--- src/rtl/i2cm_pkg.sv ---
// shared types, constants and decode helpers for the i2c master bit engine
// no dependencies
`timescale 1ns / 1ps
`default_nettype none

package i2cm_pkg;

    localparam int BYTE_BITS       = 8;
    localparam int RECOVERY_CLOCKS = 9;
    localparam int MODE_W          = 3;

    // longest command sequence sets the phase counter width
    localparam int WRITE_LEN   = 2 * BYTE_BITS + 1;
    localparam int RECOVER_LEN = 2 * RECOVERY_CLOCKS;
    localparam int SEQ_MAX     = (WRITE_LEN > RECOVER_LEN) ? WRITE_LEN : RECOVER_LEN;
    localparam int PHASE_W     = $clog2(SEQ_MAX);

    localparam int QUEUE_DEPTH = 2;

    typedef logic [PHASE_W-1:0]   phase_t;
    typedef logic [BYTE_BITS-1:0] byte_t;

    typedef enum logic [MODE_W-1:0] {
        MODE_START   = 3'd0,
        MODE_STOP    = 3'd1,
        MODE_WRITE   = 3'd2,
        MODE_READ    = 3'd3,
        MODE_ACK     = 3'd4,
        MODE_NACK    = 3'd5,
        MODE_RDACK   = 3'd6,
        MODE_RECOVER = 3'd7
    } mode_e;

    // one classified bus slot as it travels from front to back
    typedef struct packed {
        logic   cmd_valid;
        mode_e  mode;
        byte_t  write_byte;
        logic   sda_in;
        phase_t last;
    } slot_t;

    // index of the final phase of each command sequence
    function automatic phase_t seq_last(input mode_e m);
        phase_t r;
        case (m)
            MODE_WRITE:   r = phase_t'(WRITE_LEN - 1);
            MODE_READ:    r = phase_t'(2 * BYTE_BITS - 1);
            MODE_RECOVER: r = phase_t'(RECOVER_LEN - 1);
            default:      r = phase_t'(2);
        endcase
        return r;
    endfunction

endpackage

`default_nettype wire

--- src/rtl/i2cm_ifs.sv ---
// valid/ready channel interfaces for bus slots in and results out
// depends on i2cm_pkg
`timescale 1ns / 1ps
`default_nettype none

interface i2cm_req_if;
    logic                              valid;
    logic                              ready;
    logic                              cmd_valid;
    logic [i2cm_pkg::MODE_W-1:0]       mode;
    logic [i2cm_pkg::BYTE_BITS-1:0]    write_byte;
    logic                              sda_in;

    modport source (output valid, cmd_valid, mode, write_byte, sda_in, input ready);
    modport sink   (input valid, cmd_valid, mode, write_byte, sda_in, output ready);
endinterface

interface i2cm_rsp_if;
    logic                              valid;
    logic                              ready;
    logic                              scl_level;
    logic                              sda_level;
    logic                              busy_res;
    logic                              done_res;
    logic [i2cm_pkg::BYTE_BITS-1:0]    read_byte;
    logic                              ack_bit;

    modport source (output valid, scl_level, sda_level, busy_res, done_res, read_byte,
                    ack_bit, input ready);
    modport sink   (input valid, scl_level, sda_level, busy_res, done_res, read_byte,
                    ack_bit, output ready);
endinterface

`default_nettype wire

--- src/rtl/i2cm_front.sv ---
// front end: takes bus slots and classifies the command they carry
// depends on i2cm_pkg and i2cm_req_if
`timescale 1ns / 1ps
`default_nettype none

module i2cm_front (
    i2cm_req_if.sink         req,
    output i2cm_pkg::slot_t  slot,
    output logic             slot_valid,
    input  logic             slot_ready
);

    i2cm_pkg::mode_e mode_dec;

    always_comb
    begin
        mode_dec        = i2cm_pkg::mode_e'(req.mode);
        slot.cmd_valid  = req.cmd_valid;
        slot.mode       = mode_dec;
        slot.write_byte = req.write_byte;
        slot.sda_in     = req.sda_in;
        slot.last       = i2cm_pkg::seq_last(mode_dec);
    end

    assign slot_valid = req.valid;
    assign req.ready  = slot_ready;

endmodule

`default_nettype wire

--- src/rtl/i2cm_queue.sv ---
// two-entry slot queue between front and back ends
// depends on i2cm_pkg
`timescale 1ns / 1ps
`default_nettype none

module i2cm_queue (
    input  logic             clk,
    input  logic             rst_n,
    input  logic             push_valid,
    output logic             push_ready,
    input  i2cm_pkg::slot_t  push_data,
    output logic             pop_valid,
    input  logic             pop_ready,
    output i2cm_pkg::slot_t  pop_data
);

    localparam int PTR_W = (i2cm_pkg::QUEUE_DEPTH > 1) ? $clog2(i2cm_pkg::QUEUE_DEPTH) : 1;
    localparam int CNT_W = $clog2(i2cm_pkg::QUEUE_DEPTH + 1);

    i2cm_pkg::slot_t     mem_reg [i2cm_pkg::QUEUE_DEPTH];
    logic [PTR_W-1:0]    wr_ptr_reg;
    logic [PTR_W-1:0]    rd_ptr_reg;
    logic [CNT_W-1:0]    count_reg;
    logic [PTR_W-1:0]    wr_ptr_next;
    logic [PTR_W-1:0]    rd_ptr_next;
    logic [CNT_W-1:0]    count_next;
    logic                push;
    logic                pop;

    assign push_ready = (count_reg != CNT_W'(i2cm_pkg::QUEUE_DEPTH));
    assign pop_valid  = (count_reg != '0);
    assign pop_data   = mem_reg[rd_ptr_reg];
    assign push       = push_valid && push_ready;
    assign pop        = pop_valid && pop_ready;

    always_comb
    begin
        wr_ptr_next = wr_ptr_reg;
        rd_ptr_next = rd_ptr_reg;
        count_next  = count_reg;
        if (push)
        begin
            wr_ptr_next = (wr_ptr_reg == PTR_W'(i2cm_pkg::QUEUE_DEPTH - 1)) ?
                          '0 : wr_ptr_reg + PTR_W'(1);
        end
        if (pop)
        begin
            rd_ptr_next = (rd_ptr_reg == PTR_W'(i2cm_pkg::QUEUE_DEPTH - 1)) ?
                          '0 : rd_ptr_reg + PTR_W'(1);
        end
        if (push && !pop)
        begin
            count_next = count_reg + CNT_W'(1);
        end
        else if (pop && !push)
        begin
            count_next = count_reg - CNT_W'(1);
        end
    end

    always_ff @(posedge clk or negedge rst_n)
    begin
        if (!rst_n)
        begin
            wr_ptr_reg <= '0;
            rd_ptr_reg <= '0;
            count_reg  <= '0;
        end
        else
        begin
            wr_ptr_reg <= wr_ptr_next;
            rd_ptr_reg <= rd_ptr_next;
            count_reg  <= count_next;
        end
    end

    // storage, no reset
    always_ff @(posedge clk)
    begin
        if (push)
        begin
            mem_reg[wr_ptr_reg] <= push_data;
        end
    end

endmodule

`default_nettype wire

--- src/rtl/i2cm_back.sv ---
// back end: phase sequencer, shift registers, line drives and result register
// depends on i2cm_pkg and i2cm_rsp_if
`timescale 1ns / 1ps
`default_nettype none

module i2cm_back (
    input  logic             clk,
    input  logic             rst_n,
    input  logic             slot_valid,
    output logic             slot_ready,
    input  i2cm_pkg::slot_t  slot,
    i2cm_rsp_if.source       rsp
);

    localparam int BB = i2cm_pkg::BYTE_BITS;

    i2cm_pkg::mode_e   mode_reg,  mode_next;
    i2cm_pkg::phase_t  phase_reg, phase_next;
    i2cm_pkg::phase_t  last_reg,  last_next;
    logic              busy_reg,  busy_next;
    i2cm_pkg::byte_t   tx_reg,    tx_next;
    i2cm_pkg::byte_t   rx_reg,    rx_next;
    logic              ack_reg,   ack_next;
    logic              scl_reg,   scl_next;
    logic              sda_reg,   sda_next;
    logic              out_valid_reg, out_valid_next;
    logic              out_busy_reg,  out_busy_next;
    logic              out_done_reg,  out_done_next;

    logic              take;
    logic              start;
    logic              run;
    logic              done;
    i2cm_pkg::phase_t  ph;
    i2cm_pkg::byte_t   tx_cur;
    i2cm_pkg::byte_t   rx_cur;

    assign slot_ready = !out_valid_reg || rsp.ready;
    assign take       = slot_valid && slot_ready;

    always_comb
    begin
        start     = !busy_reg && slot.cmd_valid;
        run       = busy_reg || slot.cmd_valid;
        mode_next = start ? slot.mode : mode_reg;
        last_next = start ? slot.last : last_reg;
        ph        = start ? '0 : phase_reg;
        tx_cur    = (start && slot.mode == i2cm_pkg::MODE_WRITE) ? slot.write_byte : tx_reg;
        rx_cur    = (start && slot.mode == i2cm_pkg::MODE_READ) ? '0 : rx_reg;

        tx_next  = tx_cur;
        rx_next  = rx_cur;
        ack_next = ack_reg;
        scl_next = scl_reg;
        sda_next = sda_reg;
        done     = 1'b0;

        if (run)
        begin
            done = (ph == last_next);
            case (mode_next)
                i2cm_pkg::MODE_START:
                begin
                    if (ph == i2cm_pkg::phase_t'(0))
                    begin
                        scl_next = 1'b1;
                        sda_next = 1'b1;
                    end
                    else if (ph == i2cm_pkg::phase_t'(1))
                    begin
                        scl_next = 1'b1;
                        sda_next = 1'b0;
                    end
                    else
                    begin
                        scl_next = 1'b0;
                    end
                end
                i2cm_pkg::MODE_STOP:
                begin
                    if (ph == i2cm_pkg::phase_t'(0))
                    begin
                        scl_next = 1'b0;
                        sda_next = 1'b0;
                    end
                    else if (ph == i2cm_pkg::phase_t'(1))
                    begin
                        scl_next = 1'b1;
                        sda_next = 1'b0;
                    end
                    else
                    begin
                        scl_next = 1'b1;
                        sda_next = 1'b1;
                    end
                end
                i2cm_pkg::MODE_WRITE:
                begin
                    if (done)
                    begin
                        // release sda for the slave ack
                        scl_next = 1'b0;
                        sda_next = 1'b1;
                    end
                    else if (!ph[0])
                    begin
                        scl_next = 1'b0;
                        sda_next = tx_cur[BB-1];
                        tx_next  = {tx_cur[BB-2:0], 1'b0};
                    end
                    else
                    begin
                        scl_next = 1'b1;
                    end
                end
                i2cm_pkg::MODE_READ:
                begin
                    if (!ph[0])
                    begin
                        scl_next = 1'b1;
                        sda_next = 1'b1;
                        rx_next  = {rx_cur[BB-2:0], slot.sda_in};
                    end
                    else
                    begin
                        scl_next = 1'b0;
                    end
                end
                i2cm_pkg::MODE_ACK,
                i2cm_pkg::MODE_NACK:
                begin
                    if (ph == i2cm_pkg::phase_t'(0))
                    begin
                        scl_next = 1'b0;
                        sda_next = (mode_next == i2cm_pkg::MODE_NACK);
                    end
                    else if (ph == i2cm_pkg::phase_t'(1))
                    begin
                        scl_next = 1'b1;
                    end
                    else
                    begin
                        scl_next = 1'b0;
                    end
                end
                i2cm_pkg::MODE_RDACK:
                begin
                    if (ph == i2cm_pkg::phase_t'(0))
                    begin
                        scl_next = 1'b0;
                        sda_next = 1'b1;
                    end
                    else if (ph == i2cm_pkg::phase_t'(1))
                    begin
                        scl_next = 1'b1;
                        ack_next = slot.sda_in;
                    end
                    else
                    begin
                        scl_next = 1'b0;
                    end
                end
                default:
                begin
                    // recovery clocks with sda released
                    sda_next = 1'b1;
                    scl_next = !ph[0];
                end
            endcase
        end

        busy_next     = run && !done;
        phase_next    = (run && !done) ? ph + i2cm_pkg::phase_t'(1) : '0;
        out_busy_next = run;
        out_done_next = done;

        if (take)
        begin
            out_valid_next = 1'b1;
        end
        else if (rsp.ready)
        begin
            out_valid_next = 1'b0;
        end
        else
        begin
            out_valid_next = out_valid_reg;
        end
    end

    always_ff @(posedge clk or negedge rst_n)
    begin
        if (!rst_n)
        begin
            mode_reg      <= i2cm_pkg::MODE_START;
            phase_reg     <= '0;
            last_reg      <= '0;
            busy_reg      <= 1'b0;
            tx_reg        <= '0;
            rx_reg        <= '0;
            ack_reg       <= 1'b1;
            scl_reg       <= 1'b1;
            sda_reg       <= 1'b1;
            out_valid_reg <= 1'b0;
            out_busy_reg  <= 1'b0;
            out_done_reg  <= 1'b0;
        end
        else
        begin
            out_valid_reg <= out_valid_next;
            if (take)
            begin
                mode_reg     <= mode_next;
                phase_reg    <= phase_next;
                last_reg     <= last_next;
                busy_reg     <= busy_next;
                tx_reg       <= tx_next;
                rx_reg       <= rx_next;
                ack_reg      <= ack_next;
                scl_reg      <= scl_next;
                sda_reg      <= sda_next;
                out_busy_reg <= out_busy_next;
                out_done_reg <= out_done_next;
            end
        end
    end

    // state only moves when the result register is free, so it doubles as the payload
    assign rsp.valid     = out_valid_reg;
    assign rsp.scl_level = scl_reg;
    assign rsp.sda_level = sda_reg;
    assign rsp.busy_res  = out_busy_reg;
    assign rsp.done_res  = out_done_reg;
    assign rsp.read_byte = rx_reg;
    assign rsp.ack_bit   = ack_reg;

endmodule

`default_nettype wire

--- src/rtl/i2c_master_bit_engine.sv ---
// top level of the i2c master bit engine: front end, slot queue and back end
// depends on i2cm_pkg, i2cm_ifs, i2cm_front, i2cm_queue and i2cm_back
`timescale 1ns / 1ps
`default_nettype none

// usage
// - req channel: one transaction per bus time slot, carrying an optional command
//   (cmd_valid, mode, write_byte) and the sampled sda level of that slot
// - rsp channel: exactly one transaction per req transaction, in order, with
//   the scl/sda drives after the slot, busy/done flags, last read byte and ack bit
// - path: the edge that takes a slot writes it into the queue; the back end
//   then runs it through the sequencer into the result register, which drives
//   rsp.valid and the rsp payload
// - throughput: one slot per clock while rsp is not stalled; the sequencer
//   advances one phase per slot and its next-state logic is the only loop
// - a command offered while another runs is ignored; an idle engine runs the
//   first phase of a new command in the same slot
// - reset: asynchronous, active low; lines released, ack bit high, engine idle,
//   queue and result register empty
// - rsp stall: the result register holds, the two-entry queue keeps taking
//   slots until full, then req.ready drops

module i2c_master_bit_engine (
    input  logic        clk,
    input  logic        rst_n,
    i2cm_req_if.sink    req,
    i2cm_rsp_if.source  rsp
);

    // front end to queue
    i2cm_pkg::slot_t  fe_slot;
    logic             fe_valid;
    logic             fe_ready;

    // queue to back end
    i2cm_pkg::slot_t  be_slot;
    logic             be_valid;
    logic             be_ready;

    // decode of the incoming slot
    i2cm_front u_front (
        .req        (req),
        .slot       (fe_slot),
        .slot_valid (fe_valid),
        .slot_ready (fe_ready)
    );

    // lets the front keep taking slots while the result waits
    i2cm_queue u_queue (
        .clk        (clk),
        .rst_n      (rst_n),
        .push_valid (fe_valid),
        .push_ready (fe_ready),
        .push_data  (fe_slot),
        .pop_valid  (be_valid),
        .pop_ready  (be_ready),
        .pop_data   (be_slot)
    );

    // phase sequencer and result register
    i2cm_back u_back (
        .clk        (clk),
        .rst_n      (rst_n),
        .slot_valid (be_valid),
        .slot_ready (be_ready),
        .slot       (be_slot),
        .rsp        (rsp)
    );

endmodule

`default_nettype wire

--- src/flat_wrapper.sv ---
// flat-port wrapper written by rule: the top's interface ports become plain ports
module i2c_master_bit_engine_flat 
  (clk, rst_n, req_valid, req_cmd_valid, req_mode, req_write_byte, req_sda_in, req_ready, rsp_valid, rsp_scl_level, rsp_sda_level, rsp_busy_res, rsp_done_res, rsp_read_byte, rsp_ack_bit, rsp_ready);
  i2cm_req_if req_i ();
  i2cm_rsp_if rsp_i ();
  input  logic clk;
  input  logic rst_n;
  input wire logic [$bits(req_i.valid)-1:0] req_valid;
  input wire logic [$bits(req_i.cmd_valid)-1:0] req_cmd_valid;
  input wire logic [$bits(req_i.mode)-1:0] req_mode;
  input wire logic [$bits(req_i.write_byte)-1:0] req_write_byte;
  input wire logic [$bits(req_i.sda_in)-1:0] req_sda_in;
  output wire logic [$bits(req_i.ready)-1:0] req_ready;
  output wire logic [$bits(rsp_i.valid)-1:0] rsp_valid;
  output wire logic [$bits(rsp_i.scl_level)-1:0] rsp_scl_level;
  output wire logic [$bits(rsp_i.sda_level)-1:0] rsp_sda_level;
  output wire logic [$bits(rsp_i.busy_res)-1:0] rsp_busy_res;
  output wire logic [$bits(rsp_i.done_res)-1:0] rsp_done_res;
  output wire logic [$bits(rsp_i.read_byte)-1:0] rsp_read_byte;
  output wire logic [$bits(rsp_i.ack_bit)-1:0] rsp_ack_bit;
  input wire logic [$bits(rsp_i.ready)-1:0] rsp_ready;
  assign req_i.valid = req_valid;
  assign req_i.cmd_valid = req_cmd_valid;
  assign req_i.mode = req_mode;
  assign req_i.write_byte = req_write_byte;
  assign req_i.sda_in = req_sda_in;
  assign req_ready = req_i.ready;
  assign rsp_valid = rsp_i.valid;
  assign rsp_scl_level = rsp_i.scl_level;
  assign rsp_sda_level = rsp_i.sda_level;
  assign rsp_busy_res = rsp_i.busy_res;
  assign rsp_done_res = rsp_i.done_res;
  assign rsp_read_byte = rsp_i.read_byte;
  assign rsp_ack_bit = rsp_i.ack_bit;
  assign rsp_i.ready = rsp_ready;
  i2c_master_bit_engine u_core (.clk(clk), .rst_n(rst_n), .req(req_i), .rsp(rsp_i));
endmodule
--- config.mk ---
export PLATFORM = sky130hd
export DESIGN_NAME = i2c_master_bit_engine_flat
export DESIGN_NICKNAME = d
export VERILOG_FILES = /design/src/rtl/i2cm_pkg.sv /design/src/rtl/i2cm_ifs.sv /design/src/rtl/i2cm_front.sv /design/src/rtl/i2cm_queue.sv /design/src/rtl/i2cm_back.sv /design/src/rtl/i2c_master_bit_engine.sv /design/src/flat_wrapper.sv
export SDC_FILE = /design/constraint.sdc
export NUM_CORES = 1
export LEC_CHECK = 0
export ABC_AREA = 1
export BUFFER_PORTS_ARGS = -buffer_cell sky130_fd_sc_hd__buf_4
export CORE_ASPECT_RATIO = 1.4
export CORE_UTILIZATION = 62
export CTS_CLUSTER_DIAMETER = 60
export DETAILED_ROUTE_END_ITERATION = 10
export PLACE_DENSITY = 0.92
export SYNTH_ARGS = -nofsm -noshare
export SYNTH_HDL_FRONTEND = slang
export SYNTH_SLANG_ARGS = --single-unit
--- constraint.sdc ---
create_clock -name clk -period 5.26 [get_ports clk]
set_input_delay 0.263 -clock clk [delete_from_list [all_inputs] [get_ports clk]]
set_output_delay 0.263 -clock clk [all_outputs]
set_load 0.05 [all_outputs]
Word-level counts from Yosys, hierarchy flattened

Memories as Yosys holds them, arrays and structs flattened.
Cells that the tools add are included.

Memory bits (read-only): 0
Bits in latches: 0
Memory bits (writable): 36
Memories kept: 1
Word-level logic and storage cells: 108
Bits in registers: 40

Memories:

| memory                 | words | bits a word | read ports | clocked after memory_dff | wr ports | RTL line         | RTL |
|---|---|---|---|---|---|---|---|
| u_core.u_queue.mem_reg | 2     | 18          | 1          | 0                        | 1        | i2cm_queue.sv:20 | `i2cm_pkg::slot_t mem_reg [i2cm_pkg::QUEUE_DEPTH];` |

Add/sub/neg operators: 5
Bitwise operators: 1
Multiplexer cells: 41
$lt $le $gt $ge: 0
Divide/modulo/power cells: 0
Shift-type cells: 0
Eq/ne operators: 19
Reduce and logical (&&, ||, !) cells: 26
$mul: 0

Operators by type and width:

| kind                  | count |
|---|---|
| $mux W8               | 9 |
| $mux W1               | 23 |
| $eq A3 B2 Y1 const B  | 6 |
| $mux W5               | 3 |
| $pmux W5 S3           | 1 |
| $eq A3 B3 Y1 const B  | 4 |
| $logic_and A1 B1 Y1   | 8 |
| $ne A2 B2 Y1 const B  | 4 |
| $reduce_and A7 Y1     | 1 |
| $logic_not A1 Y1      | 6 |
| $ne A3 B3 Y1 const B  | 2 |
| $pmux W1 S6           | 1 |
| $reduce_bool A2 Y1    | 3 |
| $add A5 B1 Y5 const B | 1 |
| $eq A5 B1 Y1 const B  | 1 |
| $eq A5 B5 Y1          | 1 |
| $logic_not A5 Y1      | 1 |
| $pmux W1 S5           | 1 |
| $reduce_and A5 Y1     | 1 |
| $mux W2               | 2 |
| $eq A3 B1 Y1 const B  | 1 |
| $logic_not A3 Y1      | 1 |
| $mux W3               | 1 |
| $reduce_or A3 Y1      | 1 |
| 7 further kinds       | 9 |

Depth between registers and ports, before layout

Depth after elaboration: 8
Mapped depth: 15

By module

From an unflattened synthesis, not the netlist that was laid out.

Cells, all modules: 487
Area total of the unflattened synthesis: 3983.8 sq um

Modules (own cells, without submodules):

| module     | area an instance (sq um) | cells each | sequential area each (sq um) | times used |
|---|---|---|---|---|
| i2cm_back  | 2248.4                   | 337        | 904.6                        | 1 |
| i2cm_queue | 1566.5                   | 122        | 1181.1                       | 1 |
| i2cm_front | 168.9                    | 28         | 0.0                          | 1 |

Worst setup path before layout

Ideal clock, no wire load.

Path type: reg2reg
From: reg u_core.u_back.out_valid_reg (netlist: u_core.u_back.rsp.valid)
To: reg u_core.u_queue.count_reg[1]
Stages on the path, launching flop included: 10
Arrival time: 2203 ps
Data required time: 5129 ps
Slack: 2927 ps
Buffers on the path: 1
Cell sequence: dfrtp_1 > inv_1 > nor2_1 > a21oi_1 > clkinv_1 > clkbuf_1 > ha_1 > a21oi_1 > o21ai_0 > xor2_1

Longest elaborated chain between the ends: 6
Elaborated cells between the ends (all ways): 8
Classes of those cells: mux (1); reduce/logical (7)

Ends and longest elaborated chain:

| item                                                 | RTL line         | RTL |
|---|---|---|
| start, declared                                      | i2cm_back.sv:26  | `logic out_valid_reg, out_valid_next;` |
| start signal, assigned                               | i2cm_back.sv:210 | `out_valid_reg <= out_valid_next;` |
| $logic_not A1 Y1 *                                   | i2cm_back.sv:38  | `assign slot_ready = !out_valid_reg \|\| rsp.ready;` |
| $logic_or A1 B1 Y1 *                                 | i2cm_back.sv:38  |  |
| $logic_and A1 B1 Y1 *                                | i2cm_queue.sv:34 | `assign pop = pop_valid && pop_ready;` |
| $logic_not A1 Y1                                     | i2cm_queue.sv:51 | `if (push && !pop)` |
| $logic_and A1 B1 Y1                                  | i2cm_queue.sv:51 |  |
| $mux W2 / $reduce_bool A2 Y1 (equally long branches) | -                |  |
| end signal, assigned                                 | i2cm_queue.sv:73 | `count_reg <= count_next;` |
| end, declared                                        | i2cm_queue.sv:23 | `logic [CNT_W-1:0] count_reg;` |

Mark *: on every way between the ends. The rest lies on a longest branch, timed or not.
A chain may end at the register's enable or synchronous reset.

Worst setup path in the final report

From: reg u_core.u_queue.rd_ptr_reg
To: reg u_core.u_back.tx_reg[2]

Longest elaborated chain between the ends: 8
Elaborated cells between the ends (all ways): 15
Classes of those cells: eq/ne (3); mux (8); reduce/logical (3); memory (1)

Ends and longest elaborated chain:

| item                                                       | RTL line                         | RTL |
|---|---|---|
| start, declared                                            | i2cm_queue.sv:22                 | `logic [PTR_W-1:0] rd_ptr_reg;` |
| start signal, assigned                                     | i2cm_queue.sv:72                 | `rd_ptr_reg <= rd_ptr_next;` |
| $mem_v2 Z2 W18 *                                           | -                                |  |
| $eq A3 B2 Y1 / $logic_and A1 B1 Y1 (equally long branches) | i2cm_back.sv:48, i2cm_back.sv:43 |  |
| $logic_and A1 B1 Y1                                        | i2cm_back.sv:48                  | `tx_cur = (start && slot.mode == i2cm_pkg::MODE_WRITE) ? slot.write_byte : tx_reg;` |
| $mux W8                                                    | i2cm_back.sv:48                  |  |
| $mux W8                                                    | i2cm_back.sv:105                 | `else if (!ph[0])` |
| $mux W8                                                    | i2cm_back.sv:99                  | `if (done)` |
| $mux W8                                                    | i2cm_back.sv:61                  | `case (mode_next)` |
| $mux W8 *                                                  | i2cm_back.sv:58                  | `if (run)` |
| end signal, assigned                                       | i2cm_back.sv:217                 | `tx_reg <= tx_next;` |
| end, declared                                              | i2cm_back.sv:21                  | `i2cm_pkg::byte_t tx_reg, tx_next;` |

Marks and branches as above.

==> results.cfg <==
[placed_design]
dpl-instance-area_sq_um = 4060
detailed_place_hpwl_um = 5130
gp_congestion = 0.882
pre_cts_ws_ps = 2410
numPlacedInstances = 524
numPortBuffers = 31

[timing]
hold_slack_ps = 92.4
finalMaxSlewViolations = 0
finClkSkew_ps = 9.51
worst-slew-pin-transition_ps = 775
fin_ws_ps = 2340
setup_tns_ps = 0
relSlewSlack = 0.480
max_freq_mhz = 343
setup_viol = 0
fin_crit_ps = 2920
fin_crit_sh = 0.555
finalHoldViolCount = 0
rsz0062_at_grt = false

[clock_tree]
insertion_delay_ps = 350
root_buffer = clkbuf_8
clk_pin_slew_ps = 80
cts_tree = done
htreeDepth = 3
postCtsSetupRepairBufs = 0
max-clock-path-buffers = 2
cts_buffers = 9
clock_sinks = 74

[synth]
postSynthCellCount = 433
yosys_warnings = 0
synth_top_area_cell = edfxtp_1
synth_top_family_by_area = simple AND/OR/NAND/NOR gates
ys_seq_elements = 74
syn-num-nets = 452
ys_seq_area_frac = 0.533
netlist.area_leader.share = 0.269
syn_area_per_cell_sq_um = 8.78
yosys.area_share.xor_xnor = 0.00691
synthMuxAreaShare = 0.00263
mappedNetlistArea_sq_um = 3800
synth-compound-area-share = 0.0671
ys_types = 36
synth-simple-area-share = 0.317
ys_top_cells_by_area = edfxtp_1 27%, dfrtp_1 24%, nand2_1 16%
synth_fa_ha_area_frac = 0.00658

[floorplan]
io_pins = 32
die_area_sq_um = 6450
fp.dieW_um = 68.2
die_y_um = 94.6
core_sq_um = 5900
initial_utilization = 0.644
row_count = 33

[hold_path]
hold_class = input pin to flip-flop

[outcome]
status = finished, final reports clean

[route]
via_per_inst = 5.60
first_iter_violations = 342
vias = 3030
drt_first_pass_iters = 7
drt_wl_total_um = 7420
post_drt_wl_per_cell_um = 13.7
antenna_left = 0
drc = 0

[global_routing]
grt_usage = 0.260
grt_max_degree = 41
antenna_found_initial = 0
first_global_vias = 2802
grt.overflow.total = 0
grt_pass1_wl_um = 12400

[finish]
drive_above_1_share = 0.191
nets = 485
fin_area_sq_um = 4270
final_util = 0.723
diodes = 0
area_growth_pct = 12.4
largest_reg_flops = 34
layout.cells.non_filler = 541

[setup_path]
path_class = flip-flop to flip-flop
crit_path_start_kind = flip-flop
crit_path_max_fanout = 26
cp-end-kind = flip-flop
cp.required_ps = 5500
worstPathArrival_ps = 3160

[power_and_ir_drop]
cellLeakagePower_nw = 2.05
design_power_total_mw = 2.73
vdd_ir_drop_max_uv = 352
p_per_area_nw_per_um2 = 640

[flow_run]
maxCapViolCount = 0
[cells by family after synthesis]
group	Yosys count
xor+xnor	3
flops	74
simple gates	254
fa+ha+maj	2
buf+inv	57
compound gates	42
mux	1
[per-layer routing]
| metal | GRT usage | wire length (um) | vias up |
|---|---|---|---|
| li1 | - | - | 1483 |
| met1 | 0.320 | 3010 | 1417 |
| met2 | 0.422 | 3830 | 108 |
| met3 | 0.0459 | 360 | 22 |
| met4 | 0.146 | 223 | 0 |
| met5 | 0 | 0 | - |
[placed cells by master (no fill, tap or decap), drive strengths merged]
master / count
a21oi: 5
buf: 34
bufinv: 1
clkbuf: 10
clkinv: 3
clkinvlp: 3
dfrtp: 37
dfstp: 3
dlygate4sd3: 1
edfxtp: 34
ha: 2
inv: 43
mux2i: 1
nand2: 165
nand3: 53
nand4: 9
nor2: 24
nor3: 2
nor3b: 1
o211ai: 1
o21ai: 33
o22ai: 2
o31ai: 1
xnor2: 1
xor2: 2
[final cells by class]
class / instances / area, sq um
tap: 70 / 87.6
timing repair buffer: 35 / 265
clock inverter: 6 / 65.1
fill: 448 / 1630
inverter: 44 / 166
clock buffer: 10 / 138
sequential: 74 / 2030
multi-input combinational: 302 / 1520
[worst max-delay path, stage by stage (launching register included)]
cell	delay (ps)
dfrtp_1	780
inv_2	280
nand2_4	120
nand3_4	270
nor3_4	720
inv_1	140
o21ai_1	220
nand4_1	120
nand3_1	100
nand2_1	50
[worst paths after layout]
kind                                                    startpoint                                 endpoint  slack [ps]  depth (start not counted)
min in group asynchronous                                    rst_n    u_core.u_back.last_reg[4]$_DFFE_PN0P_         410                          2
max in group asynchronous                                    rst_n    u_core.u_back.rsp.ack_bit$_DFFE_PN1P_        4470                          2
setup reg to reg             u_core.u_queue.rd_ptr_reg$_DFFE_PN0P_      u_core.u_back.tx_reg[2]$_DFFE_PN0P_        2340                          9
hold / removal                                       req_cmd_valid  u_core.u_queue.mem_reg[0][17]$_DFFE_PP_          90                          1
hold reg to reg            u_core.u_back.rsp.scl_level$_DFFE_PN1P_  u_core.u_back.rsp.scl_level$_DFFE_PN1P_         470                          2
setup / recovery             u_core.u_queue.rd_ptr_reg$_DFFE_PN0P_      u_core.u_back.tx_reg[2]$_DFFE_PN0P_        2340                          9
[synthesized netlist by cell type (all sizes together)]
library cell	n
nor3	2
nand2	165
inv	42
xor2	2
nor2	24
dfrtp	37
a21oi	5
o21ai	33
edfxtp	34
o22ai	2
clkinv	2
nand3	53
nor3b	1
dfstp	3
xnor2	1
o31ai	1
o211ai	1
mux2i	1
nand4	9
ha	2
buf	7
clkbuf	6
[what timing repair did]
action	4_1_cts	5_1_grt
hold buffers	1	0
gates resized for setup	0	0
hold endpoints to repair	37	0
[report_power, final]
group	leakage (nW)	internal, mW	switching, mW	total [mW]
Combinational	1.14	0.411	0.947	1.36
Sequential	0.816	0.811	0.120	0.931
Clock	0.0926	0.232	0.212	0.444
Total	2.05	1.45	1.28	2.73
(Power assumes the default switching activity.)
